### src/sv/assert_macros.svh
// Assertion macros used by the top-level RTL file of the segment split block.
`ifndef ASSERT_MACROS_SVH
`define ASSERT_MACROS_SVH

// Check that a property holds at every clock edge outside reset.
`define ASSERT_CLK(lbl, clk, rst, prop, msg) \
  lbl: assert property (@(posedge clk) disable iff (rst) (prop)) else $error(msg);

// Check that a condition never holds at a clock edge outside reset.
`define ASSERT_NEVER(lbl, clk, rst, cond, msg) \
  lbl: assert property (@(posedge clk) disable iff (rst) !(cond)) else $error(msg);

`endif

### src/sv/bcs_pkg.sv
// Package with widths, types and saturation for the cubic segment split.
package bcs_pkg;

  localparam int COORD_WIDTH = 20;
  localparam int FRAC_WIDTH  = 16;
  // Control points and interpolated points need one bit more than a coordinate.
  localparam int PT_WIDTH    = COORD_WIDTH + 1;
  localparam int DIFF_WIDTH  = COORD_WIDTH + 2;
  localparam int PROD_WIDTH  = DIFF_WIDTH + FRAC_WIDTH + 1;
  localparam int LATENCY     = 8;

  typedef logic signed [COORD_WIDTH-1:0] coord_t;
  typedef logic signed [PT_WIDTH-1:0]    pt_t;
  typedef logic signed [DIFF_WIDTH-1:0]  diff_t;
  typedef logic signed [PROD_WIDTH-1:0]  prod_t;
  typedef logic        [FRAC_WIDTH-1:0]  frac_t;

  typedef struct packed {
    coord_t prev_out_new;
    coord_t next_in_new;
    coord_t mid_knot;
    coord_t mid_in;
    coord_t mid_out;
  } axis_res_t;

  localparam diff_t SAT_HI     = DIFF_WIDTH'((64'sd1 <<< (COORD_WIDTH - 1)) - 64'sd1);
  localparam diff_t SAT_LO     = -SAT_HI - DIFF_WIDTH'(1);
  localparam prod_t ROUND_HALF = PROD_WIDTH'(64'sd1 <<< (FRAC_WIDTH - 1));

  function automatic coord_t sat_coord(input diff_t v);
    coord_t r;
    if (v > SAT_HI) begin
      r = SAT_HI[COORD_WIDTH-1:0];
    end else if (v < SAT_LO) begin
      r = SAT_LO[COORD_WIDTH-1:0];
    end else begin
      r = v[COORD_WIDTH-1:0];
    end
    return r;
  endfunction

endpackage

### src/sv/bcs_lerp.sv
// One interpolation lane: multiply stage, then round and add stage.
module bcs_lerp (
  input  logic           clk,
  input  bcs_pkg::pt_t   a,
  input  bcs_pkg::pt_t   b,
  input  bcs_pkg::frac_t s,
  output bcs_pkg::pt_t   y
);

  bcs_pkg::diff_t                  diff;
  logic signed [bcs_pkg::FRAC_WIDTH:0] s_ext;
  bcs_pkg::prod_t                  prod_next;
  bcs_pkg::prod_t                  prod;
  bcs_pkg::pt_t                    a_q;
  bcs_pkg::prod_t                  rounded;
  bcs_pkg::diff_t                  step;

  always_comb begin
    diff      = bcs_pkg::DIFF_WIDTH'(b) - bcs_pkg::DIFF_WIDTH'(a);
    s_ext     = $signed({1'b0, s});
    prod_next = diff * s_ext;
  end

  // Round half up, then floor by an arithmetic shift.
  always_comb begin
    rounded = prod + bcs_pkg::ROUND_HALF;
    step    = bcs_pkg::DIFF_WIDTH'(rounded >>> bcs_pkg::FRAC_WIDTH);
  end

  always_ff @(posedge clk) begin
    prod <= prod_next;
    a_q  <= a;
    y    <= bcs_pkg::PT_WIDTH'(bcs_pkg::DIFF_WIDTH'(a_q) + step);
  end

endmodule

### config.mk
export PLATFORM = sky130hd
export DESIGN_NAME = bcs_lerp
export DESIGN_NICKNAME = d
export VERILOG_FILES = /design/src/sv/assert_macros.svh /design/src/sv/bcs_pkg.sv /design/src/sv/bcs_lerp.sv
export SDC_FILE = /design/constraint.sdc
export NUM_CORES = 1
export LEC_CHECK = 0
export BUFFER_PORTS_ARGS = -buffer_cell sky130_fd_sc_hd__clkbuf_2
export CORE_ASPECT_RATIO = 1.2
export CORE_MARGIN = 4
export CORE_UTILIZATION = 30
export DETAILED_ROUTE_END_ITERATION = 8
export REMOVE_ABC_BUFFERS = 1
export SLEW_MARGIN = 0
export SYNTH_ARGS = -nofsm -noshare
export SYNTH_HDL_FRONTEND = slang
export SYNTH_SLANG_ARGS = --single-unit
### constraint.sdc
create_clock -name clk -period 20.5 [get_ports clk]
set_input_delay 4.1 -clock clk [delete_from_list [all_inputs] [get_ports clk]]
set_output_delay 4.1 -clock clk [all_outputs]
set_load 0.01 [all_outputs]
* After elaboration in Yosys (flattened, before gate mapping)
Cells that the tools add are included.
** Operators by class
- Add/subtract/negate cells :: 3
- Multiply operators :: 1
** Operators with widths (number)
- 37-bit by 17-bit adder with 37-bit output (second input constant) :: 1
- 22-bit by 17-bit multiplier with 37-bit output :: 1
- 21-bit by 21-bit subtractor with 22-bit output :: 1
- 21-bit adder :: 1
** Storage, ports and cells
- Register bits after elaboration :: 79
- Input port bits :: 59
- Output and inout bits :: 21
- Logic and storage cells :: 7

* Depth between registers and ports, before layout
- Depth in word-level cells :: 2
- Depth in mapped cells :: 35
- Gate-level depth less buffers :: 34

* Worst setup path after synthesis
No wires, ideal clock.
- Path type :: input to register
- Start point :: input port b[0]
- End point :: register prod[33]
- Setup time :: 0.072 ns
- Arrival :: 11.595 ns
- Data required time :: 20.428 ns
- Setup slack :: 8.833 ns
- Stages :: 33
- Buffers on the path :: 1
- Cell sequence :: inv_1 > ha_1 > fa_1 > nor2b_1 > o21ai_2 > a21boi_1 > o211ai_2 > a21oi_2 > o211ai_2 > a21boi_1 > o21ai_1 > a211oi_2 > buf_2 > nand2_1 > fa_1 > fa_1 > fa_1 > inv_1 > fa_1 > fa_1 > inv_1 > fa_1 > inv_1 > ha_1 > a211oi_1 > nor2_1 > o41ai_1 > o21ai_1 > a2111oi_4 > nor3_4 > or3_1 > a21oi_1 > xnor2_1
** On the way
- Cells in the longest elaborated chain, start to end :: 2
** Ends and longest elaborated chain
- start: declaration :: line bcs_lerp.sv:5 : input bcs_pkg::pt_t b,
- 21-bit by 21-bit subtractor with 22-bit output :: line bcs_lerp.sv:19 : diff = bcs_pkg::DIFF_WIDTH'(b) - bcs_pkg::DIFF_WIDTH'(a);
- 22-bit by 17-bit multiplier with 37-bit output :: line bcs_lerp.sv:21 : prod_next = diff * s_ext;
- via prod_next[33] :: line bcs_lerp.sv:12 : bcs_pkg::prod_t prod_next;
- end signal: assignment :: line bcs_lerp.sv:31 : prod <= prod_next;
- end: declaration :: line bcs_lerp.sv:13 : bcs_pkg::prod_t prod;
The timed path passes the listed nets, and every way through them passes these cells.

* Worst setup path after layout
- Start point :: input port a[0]
- End point :: register prod[33]
** On the way
- Cells in the longest elaborated chain, start to end :: 2
** Ends and longest elaborated chain
- start: declaration :: line bcs_lerp.sv:4 : input bcs_pkg::pt_t a,
- 21-bit by 21-bit subtractor with 22-bit output :: line bcs_lerp.sv:19
- 22-bit by 17-bit multiplier with 37-bit output :: line bcs_lerp.sv:21
- via prod_next[33] :: line bcs_lerp.sv:12
The timed path passes the listed nets, and every way through them passes these cells.

==> run metrics <==
CP dominant cell by count fa_1; cts bufs inserted 9; simple-gate share of the synthesized area roughly 17%; CP Data Required Time between 20000 and 25000 ps; routed vias ~12000; fmax slightly below 80 MHz; worst-skew pair later-pin latency 340 ps; RSZ-0062 raised after global routing no; Starting DRT DRC Count 528; Layout Area Growth over Synthesis 9.19%; Synth Area in Adders about half; Post-synth EDFFs 0; CP max FO 16; Layout Skew 12.2 ps; Final ANT Viol Nets 0; Cell Count, Final, Fillers Out around 2600; Die Wd roughly 220 um; fill count roughly 5700; count of cell types in the netlist 57; post-synthesis mux area share less than 1%; layout cell share with drive strength beyond 1 6.95%; die area 58100 um2; H-tree Lvls 3; combinational family with the most area after synthesis adder cells; Critical Path Start Type input pin; Max stage delay on crit path a little under 1000 ps; Site Rows 93; Overall Global Routing Usage approximately 15%; Max Slew Vio Count 0; ys async rst share 0%; critical path class input pin to flop; Hold Vio Cnt, Final 0; CTS root buffer clkbuf_16; initial antenna violation count 0; # setup viols final 0; DR pass1 iterations 7; Initial Util 30.3%; Die Height about 260 um; post-CTS setup buffers 0; Min Hold Slack 504 ps; Min-Delay Path Class flop to flop; wire per inst between 15 and 20 um; Post-synth top cells inv_1 (439), fa_1 (332), nand2_1 (224); Rel. slew slack ~18%; core footprint roughly 54000 um2; Yosys reg bits 64; CTS tree yes; max cap viols 0; Inst Count DP about 2600; CP arrival 12930 ps; synthesized area per cell 8.77 um2; sequential-to-total area share from yosys stat 7.87%; Vias/cell around 4.7; mapped cell area around 16000 um2; GPL Wtd Cong around 0.83; CTS sink count 64; main flop type after synthesis dfxtp_1; critical path capture point type flop; grt total ovfl 0; vias in the first global route 13900; fin crit share about three fifths; final routed DRC violation total 0; TNS Setup 0 ps; dpl hpwl 33900 um; Post-CTS Resized 0; status completed; DRT Wirelength 41800 um; Mapped Cells 1858; Synth Area in Compound Gates under 10%; Hold-fix buffers, CTS 0; xor and xnor area share after synthesis under 10%; Clock Path Buffers 2; count leader, synth inv_1; YS warnings 0; nets 2418; Worst path slowest cell a211oi_2; final core occ approximately 33%; pin count of the biggest net entering global routing 53; minimum clock period approximately 13000 ps; Synth area leaders fa_1 (41%), ha_1 (10%), inv_1 (10%), dfxtp_1 (7.9%), nand2_1 (5.2%); Synth top area share approximately two fifths; Least-Margin Pin Slew about 1200 ps; Yosys top cell by area fa_1; Port Buffers 79; I/O pins 80; first-pass GRT wire length 70100 um; clk slew on worst S/H paths approximately 60 ps
[worst paths after layout]
| path | depth (start not counted) | start | end | slack, ps |
|---|---|---|---|---|
| worst max-delay path | 32 | a[0] | prod[33] | 7840 |
| worst min-delay path | 1 | a_q[0] | y[0] | 500 |
| worst max register to register | 14 | prod[17] | y[20] | 16820 |
| worst min register to register | 1 | a_q[0] | y[0] | 500 |
[state kept, by name, indices dropped and copies added (netlist names)]
name  count
prod     22
y        21
a_q      21
[layout by cell type (no fill, tap or decap), drive strengths merged, types with 2 or more instances in the layout]
cell type	n
nand2b	14
a211o	8
xnor2	69
nand2	225
bufinv	2
fa	332
clkinvlp	2
a2111oi	2
o2111ai	2
nor2b	31
nand3	29
a211oi	14
nor4bb	16
o41ai	2
buf	18
nor3	20
ha	134
xor2	23
o21a	14
and2	115
and3	15
maj3	2
dfxtp	64
nor2	62
a21oi	46
o211ai	4
nand3b	16
o31a	2
o21ai	40
clkbuf	88
or3	4
nand4	6
a21boi	5
mux2i	2
a21o	10
inv	441
o21bai	8
[critical path: cells and delay by family]
family	cells	cell delay [ps]
adder cells (fa/ha/maj)	9	3980
AND/OR/NAND/NOR	5	940
AO/OA/AOI/OAI	13	3520
buffers and inverters	4	230
XOR/XNOR	1	120
[cells by family after synthesis]
| logic type | after synthesis |
|---|---|
| flops | 64 |
| fa+ha+maj | 468 |
| mux | 3 |
| buf+inv | 512 |
| compound gates | 163 |
| simple gates | 556 |
| xor+xnor | 92 |
[metal layers]
layer  GRT usage [%]  wire (um)
met5               0          0
met3            1.44       1370
met1            17.4      16500
met4            5.60       1550
met2            28.1      22400
[metrics by stage]
step	area [um2]	setup slack (ps)
final	17800	7840
after global routing	17800	7310
after CTS	17800	7780
after detailed placement	17500	7420
after global placement	17500	7510
after floorplan	16000	8060
[area by class of cell]
type	instances	area, um2	area share (%)
clock inverter	7	104	0.584
timing repair buffer	97	531	2.98
multi-input combinational	1282	13100	73.7
inverter	439	1650	9.27
clock buffer	9	225	1.27
tap	712	891	5.01
sequential	64	1280	7.21
antenna	1	2.50	0.0141
Power is not shown: default switching activity piles up to over one toggle a cycle in this logic, so the estimate is an artifact.
