--- src/sv/assert_macros.svh ---
// Assertion macros used by the top-level RTL file of the segment split block.
`ifndef ASSERT_MACROS_SVH
`define ASSERT_MACROS_SVH

// Check that a property holds at every clock edge outside reset.
`define ASSERT_CLK(lbl, clk, rst, prop, msg) \
  lbl: assert property (@(posedge clk) disable iff (rst) (prop)) else $error(msg);

// Check that a condition never holds at a clock edge outside reset.
`define ASSERT_NEVER(lbl, clk, rst, cond, msg) \
  lbl: assert property (@(posedge clk) disable iff (rst) !(cond)) else $error(msg);

`endif

--- src/sv/bcs_pkg.sv ---
// Package with widths, types and saturation for the cubic segment split.
package bcs_pkg;

  localparam int COORD_WIDTH = 20;
  localparam int FRAC_WIDTH  = 16;
  // Control points and interpolated points need one bit more than a coordinate.
  localparam int PT_WIDTH    = COORD_WIDTH + 1;
  localparam int DIFF_WIDTH  = COORD_WIDTH + 2;
  localparam int PROD_WIDTH  = DIFF_WIDTH + FRAC_WIDTH + 1;
  localparam int LATENCY     = 8;

  typedef logic signed [COORD_WIDTH-1:0] coord_t;
  typedef logic signed [PT_WIDTH-1:0]    pt_t;
  typedef logic signed [DIFF_WIDTH-1:0]  diff_t;
  typedef logic signed [PROD_WIDTH-1:0]  prod_t;
  typedef logic        [FRAC_WIDTH-1:0]  frac_t;

  typedef struct packed {
    coord_t prev_out_new;
    coord_t next_in_new;
    coord_t mid_knot;
    coord_t mid_in;
    coord_t mid_out;
  } axis_res_t;

  localparam diff_t SAT_HI     = DIFF_WIDTH'((64'sd1 <<< (COORD_WIDTH - 1)) - 64'sd1);
  localparam diff_t SAT_LO     = -SAT_HI - DIFF_WIDTH'(1);
  localparam prod_t ROUND_HALF = PROD_WIDTH'(64'sd1 <<< (FRAC_WIDTH - 1));

  function automatic coord_t sat_coord(input diff_t v);
    coord_t r;
    if (v > SAT_HI) begin
      r = SAT_HI[COORD_WIDTH-1:0];
    end else if (v < SAT_LO) begin
      r = SAT_LO[COORD_WIDTH-1:0];
    end else begin
      r = v[COORD_WIDTH-1:0];
    end
    return r;
  endfunction

endpackage

--- src/sv/bcs_result.sv ---
// Output stage of one axis: relative tangents and saturation to coordinate range.
module bcs_result (
  input  logic               clk,
  input  bcs_pkg::pt_t       pk,
  input  bcs_pkg::pt_t       nk,
  input  bcs_pkg::pt_t       b10,
  input  bcs_pkg::pt_t       b12,
  input  bcs_pkg::pt_t       b20,
  input  bcs_pkg::pt_t       b21,
  input  bcs_pkg::pt_t       b30,
  output bcs_pkg::axis_res_t res
);

  bcs_pkg::axis_res_t res_next;

  always_comb begin
    res_next.prev_out_new = bcs_pkg::sat_coord(bcs_pkg::DIFF_WIDTH'(b10)
                                               - bcs_pkg::DIFF_WIDTH'(pk));
    res_next.next_in_new  = bcs_pkg::sat_coord(bcs_pkg::DIFF_WIDTH'(b12)
                                               - bcs_pkg::DIFF_WIDTH'(nk));
    res_next.mid_knot     = bcs_pkg::sat_coord(bcs_pkg::DIFF_WIDTH'(b30));
    res_next.mid_in       = bcs_pkg::sat_coord(bcs_pkg::DIFF_WIDTH'(b20)
                                               - bcs_pkg::DIFF_WIDTH'(b30));
    res_next.mid_out      = bcs_pkg::sat_coord(bcs_pkg::DIFF_WIDTH'(b21)
                                               - bcs_pkg::DIFF_WIDTH'(b30));
  end

  always_ff @(posedge clk) begin
    res <= res_next;
  end

endmodule

--- config.mk ---
export PLATFORM = sky130hd
export DESIGN_NAME = bcs_result
export DESIGN_NICKNAME = d
export VERILOG_FILES = /design/src/sv/assert_macros.svh /design/src/sv/bcs_pkg.sv /design/src/sv/bcs_result.sv
export SDC_FILE = /design/constraint.sdc
export NUM_CORES = 1
export LEC_CHECK = 0
export BUFFER_PORTS_ARGS = -buffer_cell sky130_fd_sc_hd__buf_2
export CORE_MARGIN = 4
export CORE_UTILIZATION = 47
export DETAILED_ROUTE_END_ITERATION = 6
export PLACE_DENSITY = 0.76
export SLEW_MARGIN = 20
export SYNTH_ARGS = -nofsm -noshare
export SYNTH_HDL_FRONTEND = slang
export SYNTH_SLANG_ARGS = --single-unit
--- constraint.sdc ---
create_clock -name clk -period 3.2 [get_ports clk]
set_input_delay 0.32 -clock clk [delete_from_list [all_inputs] [get_ports clk]]
set_output_delay 0.32 -clock clk [all_outputs]
set_load 0.03 [all_outputs]
# Yosys cells after proc, flatten, opt, wreduce, memory -nomap -nowiden
# Cells that the tools add are included.
[op_classes] add_sub_neg=4 n_lt_le_gt_ge=10 mux=5
[op_table] operator="$mux 20" count=5
[op_table] operator="$gt 22x20->1 const B" count=4
[op_table] operator="$lt 22x20->1 const B" count=4
[op_table] operator="$sub 21x21->22" count=4
[op_table] operator="$gt 21x20->1 const B" count=1
[op_table] operator="$lt 21x20->1 const B" count=1
[totals] register_bits=100 inputBits=148 output_inout_bits=100 elab_cells=24

# Depth between registers and ports, before layout
# Gate-level depths: netlist of the first run.
[logic_depth] word_depth=3 ltp_mapped=13 ltp_nobuf=12

# Worst setup path after synthesis of the first run
# Ideal clock, no wire load.
[synth_timing] path_type="in2reg" from="input port b12[0]" to="register res[64] (netlist name)" setup_time_ns=0.078 arrival_time_ns=2.909 required_ns=3.122 setup_slack_ns=0.213 cell_stages=13 n_path_buf=1 path_cell_list="inv_1 -> ha_1 -> inv_1 -> fa_1 -> a211oi_2 -> nor4_1 -> or4b_1 -> a41oi_2 -> o21ai_2 -> xor2_2 -> a21oi_4 -> buf_4 -> nor3_1"
[synth_via] elab_chain_len=3 word_cells_on_any_way=4 cone_classes="1 x add/sub; 2 x order compare; 1 x mux"
[synth_lines] element="start, declared" line="bcs_result.sv:7" source="input bcs_pkg::pt_t b12,"
[synth_lines] element="$sub 21x21->22 *" line="bcs_result.sv:20" source="- bcs_pkg::DIFF_WIDTH'(nk));"
[synth_lines] element="$lt 22x20->1" line="bcs_pkg.sv:34" source="end else if (v < SAT_LO) begin"
[synth_lines] element="$mux 20" line="bcs_pkg.sv:34"
[synth_lines] element="end signal, assigned" line="bcs_result.sv:29" source="res <= res_next;"
[synth_lines] element="end, declared" line="bcs_result.sv:11" source="output bcs_pkg::axis_res_t res"
# Every way passes the cells marked *; elsewhere a longest branch is shown, timed or not.
# A chain may end at the register's enable or synchronous reset.

# Worst setup path after layout of the first run
[layout_timing] from="input port b12[0]" to="register res[65] (netlist name)"
# Same word-level chain as after synthesis.

==> impl_metrics.env, run 1 <==
export IMPL_sequentialPowerShare_pct=31.4
export IMPL_start_kind="primary input"
export IMPL_peakVddDrop_mv=0.268
export IMPL_leakagePower_nw=4.53
export IMPL_worstSetupPathType="primary input to flip-flop"
export IMPL_io_pins=248
export IMPL_cap_viol_max_count=0
export IMPL_grt_setup_unrepaired="false"
export IMPL_clock_path_buffers=2
export IMPL_top_register="res"
export IMPL_ctsResizeCount=0
export IMPL_synthTopCellsByArea="dfxtp_1 27%, ha_1 14%, a21oi_1 9.0%"
export IMPL_cts_root_buf="clkbuf_16"
export IMPL_post_cts_buffers=0
export IMPL_crit_fanout=18
export IMPL_worst_ep_arrival_time_ps=3120
export IMPL_status="finished clean"
export IMPL_pwr_share_clk_pct=22.4
export IMPL_wire_per_inst_um=15.7
export IMPL_core_area_um2=15300
export IMPL_cp_slowest_cell="or4b_1"
export IMPL_yosysWarnings=0
export IMPL_ys_flop_type="dfxtp_1"
export IMPL_drt_iter0_drc=431
export IMPL_h_tree_depth=3
export IMPL_reg_top3="res: 100 flops"
export IMPL_syn_area_um2=7370
export IMPL_worstHoldPathCells=3
export IMPL_cts_sinks=100
export IMPL_gp_congestion=0.885
export IMPL_max_stage_delay_ps=570
export IMPL_design_die_area_um2=17700
export IMPL_dp_hpwl_um=17800
export IMPL_path_common_cell="inv_1"
export IMPL_largest_reg_flops=100
export IMPL_grt_pass1_wl_um=33800
export IMPL_tightest_slew_ps=854
export IMPL_netlist_top_cell_by_area="dfxtp_1"
export IMPL_layout_drive_gt1_share_pct=26.0
export IMPL_synthToLayoutAreaGrowth_pct=24.7
export IMPL_critPathCaptureType="flip-flop"
export IMPL_final_nets=1399
export IMPL_synth_edf_count=0
export IMPL_synth_top_area_share_pct=27.2
export IMPL_cts_tree="built"
export IMPL_critPathBufInv=3
export IMPL_synthCells=916
export IMPL_required_ps=3410
export IMPL_async_flop_share_pct=0
export IMPL_slew_limit_headroom_pct=43.1
export IMPL_p_sw_share_pct=41.1
export IMPL_drv_slew=0
export IMPL_fin_util_pct=60.2
export IMPL_numCtsBuffers=9
export IMPL_avgViaCountPerCell=5.44
export IMPL_track_usage_pct=23.5
export IMPL_setup_violations=0
export IMPL_grt_max_degree=20
export IMPL_grt_pass1_vias=7017
export IMPL_p_per_area_nw_per_um2=573
export IMPL_antenna_found_initial=9
export IMPL_fmax_ghz=0.343
export IMPL_clkTransAtPathRegs_ps=70
export IMPL_syn_nets=1152
export IMPL_overflow=0
export IMPL_die_width_um=133
export IMPL_path_cells="buf_2 > inv_1 > ha_1 > inv_1 > fa_1 > a211oi_2 > nor4_1 > or4b_1 > a41oi_2 > o21ai_2 > xor2_2 > a21oi_4 > o21ai_0"
export IMPL_port_buffers=247
export IMPL_p_sw_mw=2.17
export IMPL_ys_types=68
export IMPL_ys_top_cells_by_count="133 x a21oi_1, 100 x dfxtp_1, 91 x inv_1"
export IMPL_synth_most_common_cell="a21oi_1"
export IMPL_whs_ps=236
export IMPL_vias=7496
export IMPL_drt_antenna_violating_nets=0
export IMPL_intPower_mw=3.10
export IMPL_first_pass_iters=5
export IMPL_rows=45
export IMPL_ctsHoldBuffers=0
export IMPL_die_height_um=133
export IMPL_power_mw=5.27
export IMPL_final_period_utilization_pct=91.0
export IMPL_min_to="res[51]$_SDFF_PN1_"
export IMPL_p_comb_share_pct=46.2
export IMPL_drc_errors=0
export IMPL_syn_avg_cell_area_um2=8.04
export IMPL_drt_total_wl_um=21700
export IMPL_initial_core_util_pct=48.3
export IMPL_ys_seq_area_share_pct=27.2
export IMPL_critical_path_top_delay_family="compound AO/OA/AOI/OAI gates"
export IMPL_ys_ff_latch=100
export IMPL_finalWorstPathRequiredPeriod_ps=2910
export IMPL_hold_viol_final=0
export IMPL_hp_class="primary input to flip-flop"
export IMPL_hold_start="b30[11]"
## power by group through the flow
stage                     logic [mW]  registers (mW)  clock network, mW
after floorplan                 1.08            2.31                  0
after global placement          2.39            1.69                  0
after detailed placement        2.42            1.68                  0
after CTS                       2.44            1.66               1.19
after global routing            2.63            1.68               1.24
final                           2.43            1.66               1.18
## layer usage
| layer | vias up | share of wire, % | global-route usage, % |
|---|---|---|---|
| met5 | - | 0.38 | 0 |
| met4 | 14 | 2.6 | 8.74 |
| met3 | 47 | 8.3 | 6.57 |
| met2 | 266 | 48 | 40.7 |
| met1 | 3388 | 41 | 27.7 |
| li1 | 3781 | - | - |
## through the flow
stage	TNS [ps]	setup slack, ps	area [um2]	instances
finish	0	288	9190	1379
global route	0	61.1	9190	1379
CTS	0	270	9180	1377
detailed placement	-668	-83.8	8870	1363
global placement	0	20.8	8870	1363
floorplan	0	213	7370	916
## cell usage in the layout (no fill, tap or decap), drive strengths merged, types with 17 or more instances in the layout
| cell | instances |
|---|---|
| buf | 266 |
| a21o | 31 |
| o21ai | 71 |
| ha | 84 |
| xnor2 | 35 |
| nor2 | 39 |
| o21a | 27 |
| xor2 | 29 |
| nand2 | 54 |
| nand3 | 23 |
| inv | 92 |
| a21oi | 139 |
| nor3 | 17 |
| dfxtp | 100 |
## tightest hold or removal path: cells and delay by family
kind / cells / cell delay [ps]
AO/OA/AOI/OAI: 2 / 160
buffers and inverters: 1 / 90
## final cells by class
type / instances / area, um2
fill: 1435 / 6070
clock buffer: 10 / 239
tap: 211 / 264
timing repair buffer: 266 / 1380
clock inverter: 4 / 73.8
inverter: 91 / 342
sequential: 100 / 2000
multi-input combinational: 695 / 4880
antenna: 2 / 5.00
## logic make-up after synthesis
group                      after synthesis  share of synthesized area, %
AOI/OAI and AO/OA                      351                          30.4
DFF                                    100                          27.2
xor gates and xnor gates                64                          7.71
buffers and inverters                  121                          6.56
and+or+nand+nor                        191                          12.7
adders and majority gates               89                          15.5
## worst max path at each step
stage                     startpoint                 end  slack (ps)  cells after the start
after floorplan               b12[0]  res[64]$_SDFF_PN1_         210                     13
after global placement        b12[0]  res[62]$_SDFF_PN1_          20                     13
after detailed placement      b12[0]  res[67]$_SDFF_PN1_         -80                     13
after CTS                     b12[0]  res[65]$_SDFF_PN1_         270                     13
after global routing          b12[0]  res[65]$_SDFF_PN1_          60                     13
final                         b12[0]  res[65]$_SDFF_PN1_         290                     13
Power figures use the tool's default switching activity.
==> run 2: changes to the inputs <==
--- a/config.mk
+++ b/config.mk
@@ -10,6 +10,7 @@
 export CORE_UTILIZATION = 47
 export DETAILED_ROUTE_END_ITERATION = 6
 export PLACE_DENSITY = 0.76
+export RECOVER_POWER = 100
 export SLEW_MARGIN = 20
 export SYNTH_ARGS = -nofsm -noshare
 export SYNTH_HDL_FRONTEND = slang
==> run 2 against run 1 <==
Worst hold slack improved by 8.2 ps. Via count hardly changed. Non-clock buffer count did not move. Setup slack improved by 4.8 ps. Combinational power is 5% lower. Fmax up 0.16%. Critical path depth unchanged. Highest routed layer unchanged.
==> impl_metrics.env, run 2 (same netlist as run 1, synthesis figures left out) <==
export IMPL_status="finished clean"
export IMPL_crit_start="b12[0]"
export IMPL_finalWorstPathRequiredPeriod_ps=2910
export IMPL_cts_root_buf="clkbuf_16"
export IMPL_layout_drive_gt1_share_pct=16.6
export IMPL_required_ps=3470
export IMPL_drt_total_wl_um=21700
export IMPL_track_usage_pct=23.5
export IMPL_first_pass_iters=5
export IMPL_leakagePower_nw=4.26
export IMPL_clkTransAtPathRegs_ps=70
export IMPL_path_cells="buf_2 > inv_1 > ha_1 > inv_1 > fa_1 > a211oi_2 > nor4_1 > or4b_1 > a41oi_2 > o21ai_2 > xor2_1 > a21oi_4 > o21ai_0"
export IMPL_die_height_um=133
export IMPL_critPathCaptureType="flip-flop"
export IMPL_core_area_um2=15300
export IMPL_instances_no_fill=1379
export IMPL_layout_setup_ws_ps=293
export IMPL_clock_path_buffers=2
export IMPL_dp_hpwl_um=17800
export IMPL_grt_max_degree=20
export IMPL_fmax_ghz=0.344
export IMPL_port_buffers=247
export IMPL_antenna_found_initial=8
export IMPL_grt_pass1_wl_um=33800
export IMPL_dp_cells=1363
export IMPL_tightest_slew_ps=1040
export IMPL_drt_iter0_drc=509
export IMPL_whs_ps=244
export IMPL_grt_pass1_vias=7017
export IMPL_synthToLayoutAreaGrowth_pct=22.4
export IMPL_ctsHoldBuffers=0
export IMPL_slew_limit_headroom_pct=30.9
export IMPL_layout_commonest_cell="buf_2"
export IMPL_io_pins=248
export IMPL_ctsResizeCount=0
export IMPL_crit_fanout=18
export IMPL_drt_antenna_violating_nets=0
export IMPL_setup_violations=0
export IMPL_power_mw=5.17
export IMPL_post_cts_buffers=0
export IMPL_drc_errors=0
export IMPL_final_nets=1399
export IMPL_die_width_um=133
export IMPL_start_kind="primary input"
export IMPL_path_common_cell="inv_1"
export IMPL_cts_tree="built"
export IMPL_cap_viol_max_count=0
export IMPL_final_period_utilization_pct=90.8
export IMPL_overflow=0
export IMPL_numCtsBuffers=9
export IMPL_grt_setup_unrepaired="false"
export IMPL_worstSetupPathType="primary input to flip-flop"
export IMPL_drv_slew=0
export IMPL_cp_slowest_cell="or4b_1"
export IMPL_mostFrequentLayoutCells="145 x buf_2, 134 x a21oi_1, 105 x clkbuf_1"
export IMPL_vias=7503
export IMPL_cts_sinks=100
export IMPL_wire_per_inst_um=15.7
export IMPL_design_die_area_um2=17700
export IMPL_reg_top3="res: 100 flops"
export IMPL_initial_core_util_pct=48.3
export IMPL_crit_end="res[74]$_SDFF_PN1_"
export IMPL_rows=45
export IMPL_avgViaCountPerCell=5.44
export IMPL_max_stage_delay_ps=570
export IMPL_hold_viol_final=0
export IMPL_worst_ep_arrival_time_ps=3180
export IMPL_p_per_area_nw_per_um2=573
export IMPL_top_register="res"
export IMPL_h_tree_depth=3
export IMPL_pre_cts_ws_ps=-83.8
export IMPL_hp_class="primary input to flip-flop"
export IMPL_gp_congestion=0.885
export IMPL_fin_util_pct=59.1
export IMPL_largest_reg_flops=100
export IMPL_peakVddDrop_mv=0.260
==> run 2: cell type report <==
cell class                 instances  area [um2]
antenna                            2        5.00
clock buffer                      10         239
clock inverter                     4        73.8
fill                            1495        6240
inverter                          91         342
multi-input combinational        695        4860
sequential                       100        2000
tap                              211         264
timing repair buffer             266        1240
==> run 2: layer usage <==
metal  global-route usage [%]  up-vias  share of wire [%]
met4                     8.74       12                2.7
met3                     6.57       49                8.2
met1                     27.7     3397                 41
met5                        0        -               0.35
met2                     40.7      272                 48
li1                         -     3773                  -
==> run 2: worst max-delay path, delay by kind of cell <==
kind | cells | cell delay, ps
buffers and inverters | 3 | 200
and+or+nand+nor | 2 | 660
AOI/OAI and AO/OA | 5 | 1020
adders and majority gates | 2 | 590
xor gates and xnor gates | 1 | 400
==> run 2: report_power, final <==
group	leakage, nW	total (mW)	internal, mW	switching [mW]
sequential	0.842	1.66	1.56	0.103
clock	0.155	1.18	0.699	0.478
combinational	3.26	2.32	0.741	1.58
total	4.26	5.17	3.00	2.16
==> run 2: worst min-delay path by stage <==
stage,startpoint,endpoint,slack (ps),depth (start not counted)
6_report,b30[16],res[56]$_SDFF_PN1_,240,3
5_1_grt,b30[16],res[56]$_SDFF_PN1_,260,3
4_1_cts,b30[11],res[51]$_SDFF_PN1_,230,3
3_5_place_dp,b30[11],res[51]$_SDFF_PN1_,610,3
3_3_place_gp,b30[11],res[51]$_SDFF_PN1_,600,3
2_1_floorplan,b30[20],res[59]$_SDFF_PN0_,410,1
==> run 2: through the flow <==
step	setup TNS [ps]	cell area [um2]
after CTS	0	9180
final	0	9020
after global routing	0	9020
after floorplan	0	7370
after global placement	0	8870
after detailed placement	-668	8870
==> run 3: changes to the inputs <==
--- a/config.mk
+++ b/config.mk
@@ -7,9 +7,9 @@
 export LEC_CHECK = 0
 export BUFFER_PORTS_ARGS = -buffer_cell sky130_fd_sc_hd__buf_2
 export CORE_MARGIN = 4
-export CORE_UTILIZATION = 47
+export CORE_UTILIZATION = 51
 export DETAILED_ROUTE_END_ITERATION = 6
-export PLACE_DENSITY = 0.76
+export PLACE_DENSITY = 0.79
 export RECOVER_POWER = 100
 export SLEW_MARGIN = 20
 export SYNTH_ARGS = -nofsm -noshare
==> constraint.sdc (replaced) <==
create_clock -name clk -period 3.44 [get_ports clk]
set_input_delay 0.344 -clock clk [delete_from_list [all_inputs] [get_ports clk]]
set_output_delay 0.344 -clock clk [all_outputs]
set_load 0.03 [all_outputs]
==> run 3 against run 2 <==
First-iteration DRC count increased by 2.4%. Global-route usage increased by 1.1 points. Via count fell by 0.51%. Combinational power down 8%. Die area down 7.4%.
==> impl_metrics.env, run 3 (same netlist as run 1, synthesis figures left out) <==
export IMPL_status="finished clean"
export IMPL_post_cts_buffers=0
export IMPL_required_ps=3640
export IMPL_critPathCaptureType="flip-flop"
export IMPL_grt_pass1_wl_um=32700
export IMPL_worst_ep_arrival_time_ps=3250
export IMPL_fin_setup_tns_ps=0
export IMPL_multi_input_area_um2=4850
export IMPL_start_kind="primary input"
export IMPL_route_met2_wl_um=10200
export IMPL_h_tree_depth=3
export IMPL_drt_met1_wl_um=8710
export IMPL_overflow=0
export IMPL_hp_class="primary input to flip-flop"
export IMPL_synthToLayoutAreaGrowth_pct=20.8
export IMPL_crit_fanout=18
export IMPL_port_buffers=247
export IMPL_layout_drive_gt1_share_pct=16.0
export IMPL_fin_util_pct=63.6
export IMPL_core_area_um2=14000
export IMPL_gp_congestion=0.940
export IMPL_drt_antenna_violating_nets=0
export IMPL_design_die_area_um2=16400
export IMPL_hold_viol_final=0
export IMPL_whs_ps=280
export IMPL_drt_total_wl_um=21300
export IMPL_die_width_um=128
export IMPL_dp_hpwl_um=17400
export IMPL_avgViaCountPerCell=5.56
export IMPL_clock_path_buffers=2
export IMPL_grt_max_degree=20
export IMPL_fmax_ghz=0.328
export IMPL_fill_cells=1345
export IMPL_reg_top3="res: 100 flops"
export IMPL_mostFrequentLayoutCells="145 x buf_2, 134 x a21oi_1, 108 x clkbuf_1"
export IMPL_io_pins=248
export IMPL_rows=43
export IMPL_cts_sinks=100
export IMPL_p_per_area_nw_per_um2=527
export IMPL_leakagePower_nw=4.21
export IMPL_die_height_um=128
export IMPL_track_usage_pct=24.6
export IMPL_largest_reg_flops=100
export IMPL_peakVddDrop_mv=0.338
export IMPL_finalWorstPathRequiredPeriod_ps=3050
export IMPL_cap_viol_max_count=0
export IMPL_cts_root_buf="clkbuf_16"
export IMPL_initial_core_util_pct=52.7
export IMPL_grt_setup_unrepaired="false"
export IMPL_top_register="res"
export IMPL_grt_pass1_vias=6969
export IMPL_layout_commonest_cell="buf_2"
export IMPL_first_pass_iters=5
export IMPL_wire_per_inst_um=15.9
export IMPL_ctsResizeCount=0
export IMPL_drv_slew=0
export IMPL_numCtsBuffers=9
export IMPL_drc_errors=0
export IMPL_top_layer_used="met5"
export IMPL_clkTransAtPathRegs_ps=60
export IMPL_antenna_found_initial=2
export IMPL_vias=7465
export IMPL_ctsHoldBuffers=0
export IMPL_drt_iter0_drc=521
export IMPL_seq_area_um2=2000
export IMPL_worstSetupPathType="primary input to flip-flop"
export IMPL_slew_limit_headroom_pct=29.7
export IMPL_cts_tree="built"
export IMPL_final_nets=1393
export IMPL_final_period_utilization_pct=88.7
export IMPL_setup_violations=0
export IMPL_tightest_slew_ps=1060
export IMPL_wl_met3_um=1630
[run 3: path summary, 6_finish.rpt]
check              start                  to  slack (ps)  cells after the start
setup / recovery  b12[0]  res[74]$_SDFF_PN1_         390                     13
hold / removal    b30[1]  res[41]$_SDFF_PN1_         280                      3
[run 3: critical path, cell delays in order]
cell and delay [ps]:
buf_2 100, inv_1 40, ha_1 150, inv_1 60
fa_1 410, a211oi_1 310, nor4_1 120, or4b_1 570
a41oi_2 280, o21ai_2 110, xor2_2 200, a21oi_4 390
o21ai_0 170
[run 3: power breakdown]
part | total [mW] | switching (mW) | leakage [nW] | internal [mW]
clock network | 1.00 | 0.441 | 0.139 | 0.561
logic | 2.14 | 1.46 | 3.23 | 0.671
registers | 1.55 | 0.0964 | 0.842 | 1.45
total | 4.69 | 2.00 | 4.21 | 2.69
[run 3: metal layers]
metal,GRT usage [%],up-vias
met3,4.63,50
met2,43.4,282
met4,11.0,4
li1,-,3749
met5,0,-
met1,28.9,3380
[run 3: stage by stage]
stage | cells | setup WS (ps) | power [mW] | cell area, um2
2_1_floorplan | 916 | 429 | 3.15 | 7370
3_3_place_gp | 1326 | 186 | 3.77 | 8780
3_5_place_dp | 1326 | 118 | 3.79 | 8780
4_1_cts | 1342 | 470 | 4.80 | 9070
5_1_grt | 1342 | 131 | 4.94 | 8900
6_report | 1343 | 389 | 4.69 | 8900
[run 3: final cells by class]
type	instances	share of cell area [%]
diodes	1	0.0281
clock buffers	11	2.62
clock inverters	5	0.591
multi-input cells	695	54.5
flip-flops and latches	100	22.5
repair buffers	260	13.4
inverters	91	3.84
well taps	180	2.53
